<file path="src/hw/rtl/rsbk_pkg.sv">
//------------------------------------------------------------------------------
// rsbk_pkg
// Shared types and constants of the record sort core: record layout, counter
// widths, controller states and the command/status bundles.
//------------------------------------------------------------------------------
package rsbk_pkg;

	// Capacity of the record store
	localparam int MAX_RECORDS = 64;
	// Counter width: holds 0 .. MAX_RECORDS
	localparam int CNT_W = $clog2(MAX_RECORDS + 1);

	localparam int ID_W    = 16;
	localparam int PRICE_W = 32;
	localparam int REC_W   = ID_W + PRICE_W;

	// One record; id sits in the low bits, as on the stream data bus
	typedef struct packed {
		logic signed [PRICE_W-1:0] price;
		logic [ID_W-1:0]           id;
	} rec_t;

	typedef enum logic [1:0] {
		ST_LOAD,
		ST_SORT,
		ST_EMIT
	} state_t;

	// Controller to datapath
	typedef struct packed {
		logic load;       // input beat accepted
		logic sort_init;  // last record accepted, clear round counter
		logic sort_step;  // one odd/even compare-exchange round
		logic emit_step;  // move head cell into output register
	} cmd_t;

	// Datapath to controller
	typedef struct packed {
		logic sort_done;  // current round is the final one
		logic emit_last;  // one record left in the cells
		logic out_free;   // output register can take a beat
	} status_t;

endpackage

</file>
<file path="src/hw/rtl/rsbk_ctrl.sv">
//------------------------------------------------------------------------------
// rsbk_ctrl
// Sequencer of the record sort core: load records, run the sort rounds,
// drain the sorted cells to the output register.
//------------------------------------------------------------------------------
module rsbk_ctrl
	import rsbk_pkg::*;
(
	input  logic    clk,
	input  logic    arst_n,
	input  logic    in_valid,
	input  logic    in_last,
	output logic    in_ready,
	input  status_t status,
	output cmd_t    cmd
);

	state_t state_q;
	state_t state_d;

	// State register
	always_ff @(posedge clk or negedge arst_n) begin
		if (!arst_n) begin
			state_q <= ST_LOAD;
		end else begin
			state_q <= state_d;
		end
	end

	// Next state
	always_comb begin
		state_d = state_q;
		case (state_q)
			ST_LOAD: begin
				if (in_valid && in_last) begin
					state_d = ST_SORT;
				end
			end
			ST_SORT: begin
				if (status.sort_done) begin
					state_d = ST_EMIT;
				end
			end
			ST_EMIT: begin
				if (status.out_free && status.emit_last) begin
					state_d = ST_LOAD;
				end
			end
			default: begin
				state_d = ST_LOAD;
			end
		endcase
	end

	// Outputs
	always_comb begin
		in_ready      = 1'b0;
		cmd           = '0;
		case (state_q)
			ST_LOAD: begin
				in_ready      = 1'b1;
				cmd.load      = in_valid;
				cmd.sort_init = in_valid && in_last;
			end
			ST_SORT: begin
				cmd.sort_step = 1'b1;
			end
			ST_EMIT: begin
				cmd.emit_step = status.out_free;
			end
			default: begin
				in_ready = 1'b0;
			end
		endcase
	end

endmodule

</file>
<file path="config.mk">
export PLATFORM = sky130hd
export DESIGN_NAME = rsbk_ctrl
export DESIGN_NICKNAME = d
export VERILOG_FILES = /design/src/hw/rtl/rsbk_pkg.sv /design/src/hw/rtl/rsbk_ctrl.sv
export SDC_FILE = /design/constraint.sdc
export NUM_CORES = 1
export LEC_CHECK = 0
export BUFFER_PORTS_ARGS = -buffer_cell sky130_fd_sc_hd__buf_2
export CORE_AREA = 2 2 39 41
export CTS_BUF_LIST = sky130_fd_sc_hd__clkbuf_4 sky130_fd_sc_hd__clkbuf_8
export CTS_CLUSTER_DIAMETER = 50
export DETAILED_ROUTE_END_ITERATION = 10
export DIE_AREA = 0 0 41 43
export HOLD_SLACK_MARGIN = 0.05
export SETUP_SLACK_MARGIN = 0.2
export SKIP_CTS_REPAIR_TIMING = 1
export SYNTH_ARGS = -nofsm -noshare
export SYNTH_HDL_FRONTEND = slang
export SYNTH_SLANG_ARGS = --single-unit
</file>
<file path="constraint.sdc">
create_clock -name clk -period 1.2 [get_ports clk]
set_input_delay 0.24 -clock clk [delete_from_list [all_inputs] [get_ports clk]]
set_output_delay 0.24 -clock clk [all_outputs]
set_load 0.02 [all_outputs]
</file>
==> metrics, run 1 <==
total power 0.650 mW; Pins Over Slew Limit 0; Post-Synth XOR/XNOR Area 0%; fin cells 44; First-pass DRT Iterations 1; max cap viols 0; Synth Area in Adders 0%; GRT Util Overall 5.03%; Worst setup SP type register; post-synthesis mux area share 0%; Post-Place Cells 39; Fmax 0.742 GHz; worst r2r path cells 3; CTS max path bufs 2; Slew headroom 89.8%; CP Max Fanout 3; Critical Path Start state_q[0]; num rows 14; commonest non-fill, non-tap cell in the layout buf_2; final wirelength 322 µm; CP arrival 1110 ps; max reg flops 2; total grt overflow 0; ratio of cells with drive above 1 in the final layout 75.0%; CP endpoint kind output pin; initial core utilization 9.13%; chip height 43 µm; post-synth cell types 11; Post-Place Worst Slack 58.2 ps; vias in the first global route 158; Power per Cell Area 2370 nW/µm²; Post-DP Area 208 µm²; most flop-heavy register state_q; routed vias/inst 3.23; outcome finished, violations left; first-pass GRT wire length 538 µm; synth-to-layout area growth 117%; I/O pin total 12; Hold Vio Cnt, Final 0; main combinational cell family by area after synthesis simple AND/OR/NAND/NOR gates; mean cell area of the mapped netlist 9.72 µm²; WL per Instance 7.32 µm; FF-to-FF End state_q[1]; ratio of final minimum period to clock period 112%; hold endpoint state_q[1]; Clk pin slew, worst setup/hold paths 30 ps; worst min path class input port to register; CP peak stage delay 400 ps; FILL cells 157; skew final 0.895 ps; Final ANT Viol Nets 0; clk root buf clkbuf_4; gpl congestion 0.595; die area 1760 µm²; Die Width 41 µm; reg2reg start state_q[1]; final instance area 274 µm²; Bufs and invs on worst path 1; worst skew pair latency 220 ps; worst setup slack after layout -148 ps; R2R Setup Slk 170 ps; CORE AREA 1380 µm²; Levels on crit path 3; min Tclk post-route 1350 ps; Synth Register Bits 2; clock sinks 2; final setup fails 4; Synthesis Warnings 0; Seq/Total Area, Yosys 39.6%; Remaining DRCs 0; TritonCTS clock tree done; CP required 960 ps; Regs by FF count state_q x2; Gate Count Post-Synth 13; total CTS buffers 3; Compound-Gate Fraction of Synth Area 15.8%; total number of vias 142; Netlist Area Pre-Place 126 µm²; setup TNS -376 ps; n_diodes 0; critical-path cell list and2b_1 -> and2_4 -> buf_6; Crit Path Class register to output pin; Hold Crit Start status[2]; syn_nets 20; initial drt markers 0; slowest CP cell dfrtp_1; cell family with most CP delay flip-flops; peak supply drop 0.651 mV; pin count of the biggest net entering global routing 5; initial antenna violation count 0; commonest cells after routing, fill and taps aside buf_2 (7), buf_6 (4), clkbuf_4 (3), and2_4 (2), dfrtp_1 (2); failing checks negative setup slack; Leak 0.147 nW; Worst Hold Depth 2; Worst-Margin Slew 153 ps; fin nets 37; RSZ-0062 raised after global routing yes; Port Buffers 11; simple-gate share of the synthesized area 35.6%; H-tree levels 1
report_power, final:
part           internal, mW  leakage, nW  total (mW)  switching (mW)
logic                 0.210        0.107       0.375           0.166
clock network         0.110       0.0138       0.147          0.0365
registers            0.0952       0.0261       0.128          0.0325
final cells by class:
| type | count | area, µm² | share of cell area [%] |
|---|---|---|---|
| timing repair buffer | 13 | 97.6 | 35.6 |
| multi-input combinational | 9 | 80.1 | 29.2 |
| sequential | 2 | 50.0 | 18.3 |
| clock buffer | 3 | 22.5 | 8.22 |
| inverter | 1 | 3.75 | 1.37 |
| tap | 16 | 20.0 | 7.31 |
logic make-up (layout without fill, tap and decap cells):
group           Yosys count  count (layout)
compound gates            2               2
simple gates              7               7
flops                     2               2
buf+inv                   2              17
Yosys cell counts:
master | instances | area (µm²)
and2b_1 | 1 | 7.51
a22o_1 | 1 | 8.76
a32o_2 | 1 | 11.3
nor2b_2 | 1 | 8.76
dfrtp_1 | 2 | 50.1
inv_1 | 1 | 3.75
and2_1 | 2 | 12.5
and3_1 | 1 | 6.26
nor2_2 | 1 | 6.26
buf_4 | 1 | 7.51
nand2_1 | 1 | 3.75
how the worst max path moves through the flow:
stage,end
2_1_floorplan,cmd[2]
3_3_place_gp,cmd[0]
3_5_place_dp,cmd[0]
4_1_cts,cmd[0]
5_1_grt,cmd[0]
6_report,cmd[0]
per-layer routing:
layer	up-vias	routed length [µm]	GRT usage (%)
met4	0	0	6.00
met3	0	22	3.14
met2	7	153	5.63
met1	61	147	5.48
met5	-	0	0
li1	74	-	-
metrics by stage:
stage	hold WS, ps	utilization (%)
finish	262	19.8
global placement	26.0	15.0
CTS	-216	16.6
global route	271	19.8
floorplan	-55.6	-
detailed placement	26.3	15.0
No activity file was read; power rests on OpenSTA's default activity.
==> run 2, diff against run 1 <==
--- a/config.mk
+++ b/config.mk
@@ -12,6 +12,7 @@
 export DETAILED_ROUTE_END_ITERATION = 10
 export DIE_AREA = 0 0 41 43
 export HOLD_SLACK_MARGIN = 0.05
+export PLACE_DENSITY_LB_ADDON = 0.1
 export SETUP_SLACK_MARGIN = 0.2
 export SKIP_CTS_REPAIR_TIMING = 1
 export SYNTH_ARGS = -nofsm -noshare
==> run 2 against run 1 <==
The run still ends with negative setup slack left; clock power is essentially flat; utilization increased by 0.45 points; first-iteration DRC count rose by 1; via count up 4.2%; power rose by 4.3%; critical path depth did not move; combinational power up 7.2%; clock skew hardly changed; global-route usage grew 0.20 points; count of clock-buffer cells in the layout unchanged; maximum frequency up 0.24%; sequential share of layout area decreased by 0.41 points; critical path type unchanged.
==> metrics, run 2 (same netlist as run 1, synthesis figures left out) <==
outcome finished, violations left; failing checks negative setup slack; final wirelength 370 µm; Clk pin slew, worst setup/hold paths 30 ps; vias in the first global route 156; total grt overflow 0; worst r2r path cells 3; Pins Over Slew Limit 0; Worst Hold Depth 2; max reg flops 2; Hold Vio Cnt, Final 0; Critical Path Start state_q[0]; initial antenna violation count 0; gpl congestion 0.664; max cap viols 0; commonest cells after routing, fill and taps aside buf_2 (6), buf_6 (5), clkbuf_4 (3), and2_4 (2), dfrtp_1 (2); H-tree levels 1; CP arrival 1100 ps; R2R Setup Slk 270 ps; num rows 14; total CTS buffers 3; routed vias/inst 3.36; Regs by FF count state_q x2; pin count of the biggest net entering global routing 5; Worst setup SP type register; first-pass GRT wire length 524 µm; CP required 960 ps; n_diodes 0; I/O pin total 12; CORE AREA 1380 µm²; Worst-Margin Slew 148 ps; skew final 0.768 ps; peak supply drop 0.423 mV; GRT Util Overall 5.22%; worst setup slack after layout -145 ps; Final ANT Viol Nets 0; initial drt markers 1; Crit Path Class register to output pin; FILL cells 157; clk root buf clkbuf_4; total number of vias 148; area of the multi-input gates 80.1 µm²; hpwl dp 277 µm; worst skew pair latency 220 ps; fin nets 37; register area 50.0 µm²; Post-DP Area 208 µm²; total power 0.678 mW; ratio of final minimum period to clock period 112%; chip height 43 µm; TritonCTS clock tree done; ratio of cells with drive above 1 in the final layout 75.0%; hold endpoint state_q[1]; synth-to-layout area growth 122%; CP endpoint kind output pin; most flop-heavy register state_q; CTS max path bufs 2; Die Width 41 µm; FF-to-FF End state_q[1]; Slew headroom 90.1%; die area 1760 µm²; worst min path class input port to register; WL per Instance 8.41 µm; Power per Cell Area 2420 nW/µm²; Port Buffers 11; Fmax 0.744 GHz; final instance area 280 µm²; Hold Crit Start status[2]; First-pass DRT Iterations 2; Leak 0.148 nW; CP Max Fanout 3; Remaining DRCs 0; min Tclk post-route 1340 ps; reg2reg start state_q[1]; initial core utilization 9.13%; commonest non-fill, non-tap cell in the layout buf_2; RSZ-0062 raised after global routing yes; final setup fails 4; clock sinks 2
==> run 2: metrics by stage <==
stage / utilization [%] / setup TNS (ps) / instances / hold WS (ps) / setup slack [ps]
2_1_floorplan: - / 0 / 13 / -55.6 / 115
3_3_place_gp: 15.0 / 0 / 39 / 27.0 / 49.6
3_5_place_dp: 15.0 / 0 / 39 / 26.5 / 58.6
5_1_grt: 20.3 / -628 / 44 / 272 / -210
4_1_cts: 16.6 / -551 / 42 / -213 / -197
6_report: 20.3 / -460 / 44 / 268 / -145
==> run 2: layer usage <==
metal	vias up	wire length (µm)	GRT usage, %
met2	5	222	6.88
met4	0	0	8.00
met1	69	125	3.86
li1	74	-	-
met5	-	0	0
met3	0	22	3.14
==> run 2: area by class of cell <==
type                    count  area share (%)
flip-flops and latches      2            17.9
inverters                   1            1.34
well taps                  16            7.14
multi-input cells           9            28.6
clock buffers               3            8.04
repair buffers             13            37.1
==> run 2: worst max path at each step <==
| stage | endpoint | slack (ps) | cells past startpoint |
|---|---|---|---|
| 3_5_place_dp | cmd[0] | 60 | 3 |
| 2_1_floorplan | cmd[2] | 120 | 2 |
| 5_1_grt | cmd[0] | -210 | 3 |
| 6_report | cmd[0] | -140 | 3 |
| 3_3_place_gp | cmd[0] | 50 | 3 |
| 4_1_cts | cmd[0] | -200 | 3 |
==> run 2: critical path: stages (launching register included) <==
cell	delay (ps)
dfrtp_1	400
and2b_1	230
and2_4	140
buf_6	100
==> run 2: power breakdown <==
| part | switching [mW] | leakage (nW) | internal [mW] |
|---|---|---|---|
| Combinational | 0.176 | 0.108 | 0.226 |
| Clock | 0.0390 | 0.0138 | 0.110 |
| Sequential | 0.0315 | 0.0261 | 0.0952 |
| Total | 0.246 | 0.148 | 0.431 |
==> run 3, diff against run 2 <==
--- a/config.mk
+++ b/config.mk
@@ -5,6 +5,7 @@
 export SDC_FILE = /design/constraint.sdc
 export NUM_CORES = 1
 export LEC_CHECK = 0
+export ABC_AREA = 1
 export BUFFER_PORTS_ARGS = -buffer_cell sky130_fd_sc_hd__buf_2
 export CORE_AREA = 2 2 39 41
 export CTS_BUF_LIST = sky130_fd_sc_hd__clkbuf_4 sky130_fd_sc_hd__clkbuf_8
==> run 3 against run 2 <==
The flow still finishes with violations (negative setup slack); hold slack improved by 6.5 ps; power decreased by 4.0%; clock skew increased by 2.2 ps; sequential cell count unchanged; area after synthesis increased by 8.9%; routed wire length increased by 2.7%; setup slack improved by 52 ps; synthesized cell count increased by 69%; sequential share of layout area increased by 0.17 points; design area increased by 4.0%; combinational power decreased by 10%; critical endpoint is now cmd[3]; largest cell class unchanged.
==> metrics, run 3 <==
outcome finished, violations left; failing checks negative setup slack; CTS max path bufs 2; chip height 43 µm; total power 0.650 mW; n_diodes 0; First-pass DRT Iterations 4; fin cells 54; hpwl dp 310 µm; CP arrival 1050 ps; TritonCTS clock tree done; Slew headroom 91.6%; final setup fails 4; top cells by count, synth inv_1 (7), nand2_1 (5), nand3_1 (3); commonest non-fill, non-tap cell in the layout buf_2; Min Hold Slack 275 ps; Int Power 0.374 mW; count leader, synth inv_1; Synth Register Bits 2; max reg flops 2; Worst Hold Depth 3; area of the multi-input gates 68.8 µm²; CP peak stage delay 430 ps; first-pass GRT wire length 572 µm; final wirelength 380 µm; most frequent CP cell nor2_4; Main synth FF type dfrtp_1; Final ANT Viol Nets 0; min Tclk post-route 1290 ps; ratio of final minimum period to clock period 108%; Leak 0.173 nW; Clk pin slew, worst setup/hold paths 30 ps; CP endpoint kind output pin; clock share of power 21.9%; synth-to-layout area growth 112%; I/O pin total 12; setup TNS -195 ps; CORE AREA 1380 µm²; combinational fraction of design power 55.4%; critical-path cell list nor2_4 -> inv_2 -> nor2_4 -> buf_6; ratio of cells with drive above 1 in the final layout 63.2%; commonest cells after routing, fill and taps aside buf_2 (7), inv_1 (4), nand2_1 (4); Synthesis Warnings 0; peak supply drop 0.317 mV; Psw 0.276 mW; H-tree levels 1; Port Buffers 11; Netlist Area Pre-Place 138 µm²; clk root buf clkbuf_4; Remaining DRCs 0; worst skew pair latency 220 ps; post-synth cell types 8; register area 52.6 µm²; initial core utilization 9.95%; routed vias/inst 3.22; RSZ-0062 raised after global routing yes; Gate Count Post-Synth 22; total CTS buffers 3; fin nets 47; WL per Instance 7.04 µm; switch share 42.4%; main area contributors after synthesis dfrtp_1 (36%), inv_1 (19%), nand2_1 (14%), nand3_1 (11%), buf_4 (5.5%); CP required 960 ps; initial drt markers 3; clock sinks 2; vias in the first global route 169; largest area contributor in the netlist dfrtp_1; FILL cells 163; pin count of the biggest net entering global routing 6; Hold Vio Cnt, Final 0; Pins Over Slew Limit 0; post-synth top area share 36.4%; num rows 14; max cap viols 0; Hold Crit Start status[2]; initial antenna violation count 0; GRT Util Overall 5.22%; slowest CP cell dfrtp_2; mean cell area of the mapped netlist 6.26 µm²; die area 1760 µm²; Post-Place Worst Slack 96.6 ps; Post-Place Cells 48; most flop-heavy register state_q; worst setup slack after layout -92.6 ps; skew final 3.00 ps; Die Width 41 µm; total number of vias 174; total grt overflow 0; syn_nets 29; Power per Cell Area 2230 nW/µm²; reg2reg start state_q[1]; Flop pwr share 22.7%; Regs by FF count state_q x2; worst r2r path cells 4; gpl congestion 0.613; Critical Path Start state_q[1]; CP Max Fanout 5; Worst-Margin Slew 126 ps; Post-synth EDFFs 0; ys async rst share 100%; Worst setup SP type register; worst min path class input port to register; Seq/Total Area, Yosys 36.4%; Crit Path Class register to output pin; Fmax 0.774 GHz
run 3: changes by cell type in the layout (fill, tap and decap cells not counted), moves of 2 or more:
cell,change
buf_6,-2
dfrtp_1,-2
buf_4,+2
inv_2,+3
dfrtp_2,+2
nand3_1,+3
and2_4,-2
inv_1,+3
nand2_1,+3
run 3: power by group through the flow:
stage / sequential [mW] / clock, mW / combinational, mW
2_1_floorplan: 0.133 / 0 / 0.214
3_3_place_gp: 0.142 / 0 / 0.276
3_5_place_dp: 0.143 / 0 / 0.279
4_1_cts: 0.142 / 0.148 / 0.279
5_1_grt: 0.155 / 0.151 / 0.387
6_report: 0.148 / 0.142 / 0.360
run 3: metal layers:
metal	track usage (%)	wire, µm	vias to the layer above
met5	0	0	-
met4	4.00	0	0
met3	3.14	25	0
met2	9.69	224	4
met1	2.88	130	76
li1	-	-	94
run 3: worst paths after layout:
path	to	slack (ps)
worst max-delay path	cmd[3]	-90
worst min-delay path	state_q[1]	270
worst max register to register	state_q[0]	310
worst min register to register	state_q[1]	600
max in group asynchronous	state_q[0]	750
min in group asynchronous	state_q[1]	340
run 3: cell type report:
type                            count  area share [%]
Timing Repair Buffer               14            34.8
Inverter                            7            9.01
Multi-Input combinational cell     12            23.6
Sequential cell                     2            18.0
Tap cell                           16            6.87
Clock buffer                        3            7.73
run 3: cell families (layout without fill, tap and decap cells):
logic type | count (synthesis) | in the layout | share of synthesized area (%)
flops | 2 | 2 | 36.4
simple gates | 12 | 12 | 39.1
buf+inv | 8 | 24 | 24.6
run 3: through the flow:
step	util, %	area [µm²]
floorplan	-	150
global placement	15.7	218
detailed placement	15.7	218
CTS	17.4	240
global route	21.1	292
finish	21.1	292
run 3: worst max-delay path, delay by kind of cell, from the launching register on:
family	cells	cell delay (ps)
simple gates	2	230
flops	1	430
buf+inv	2	170
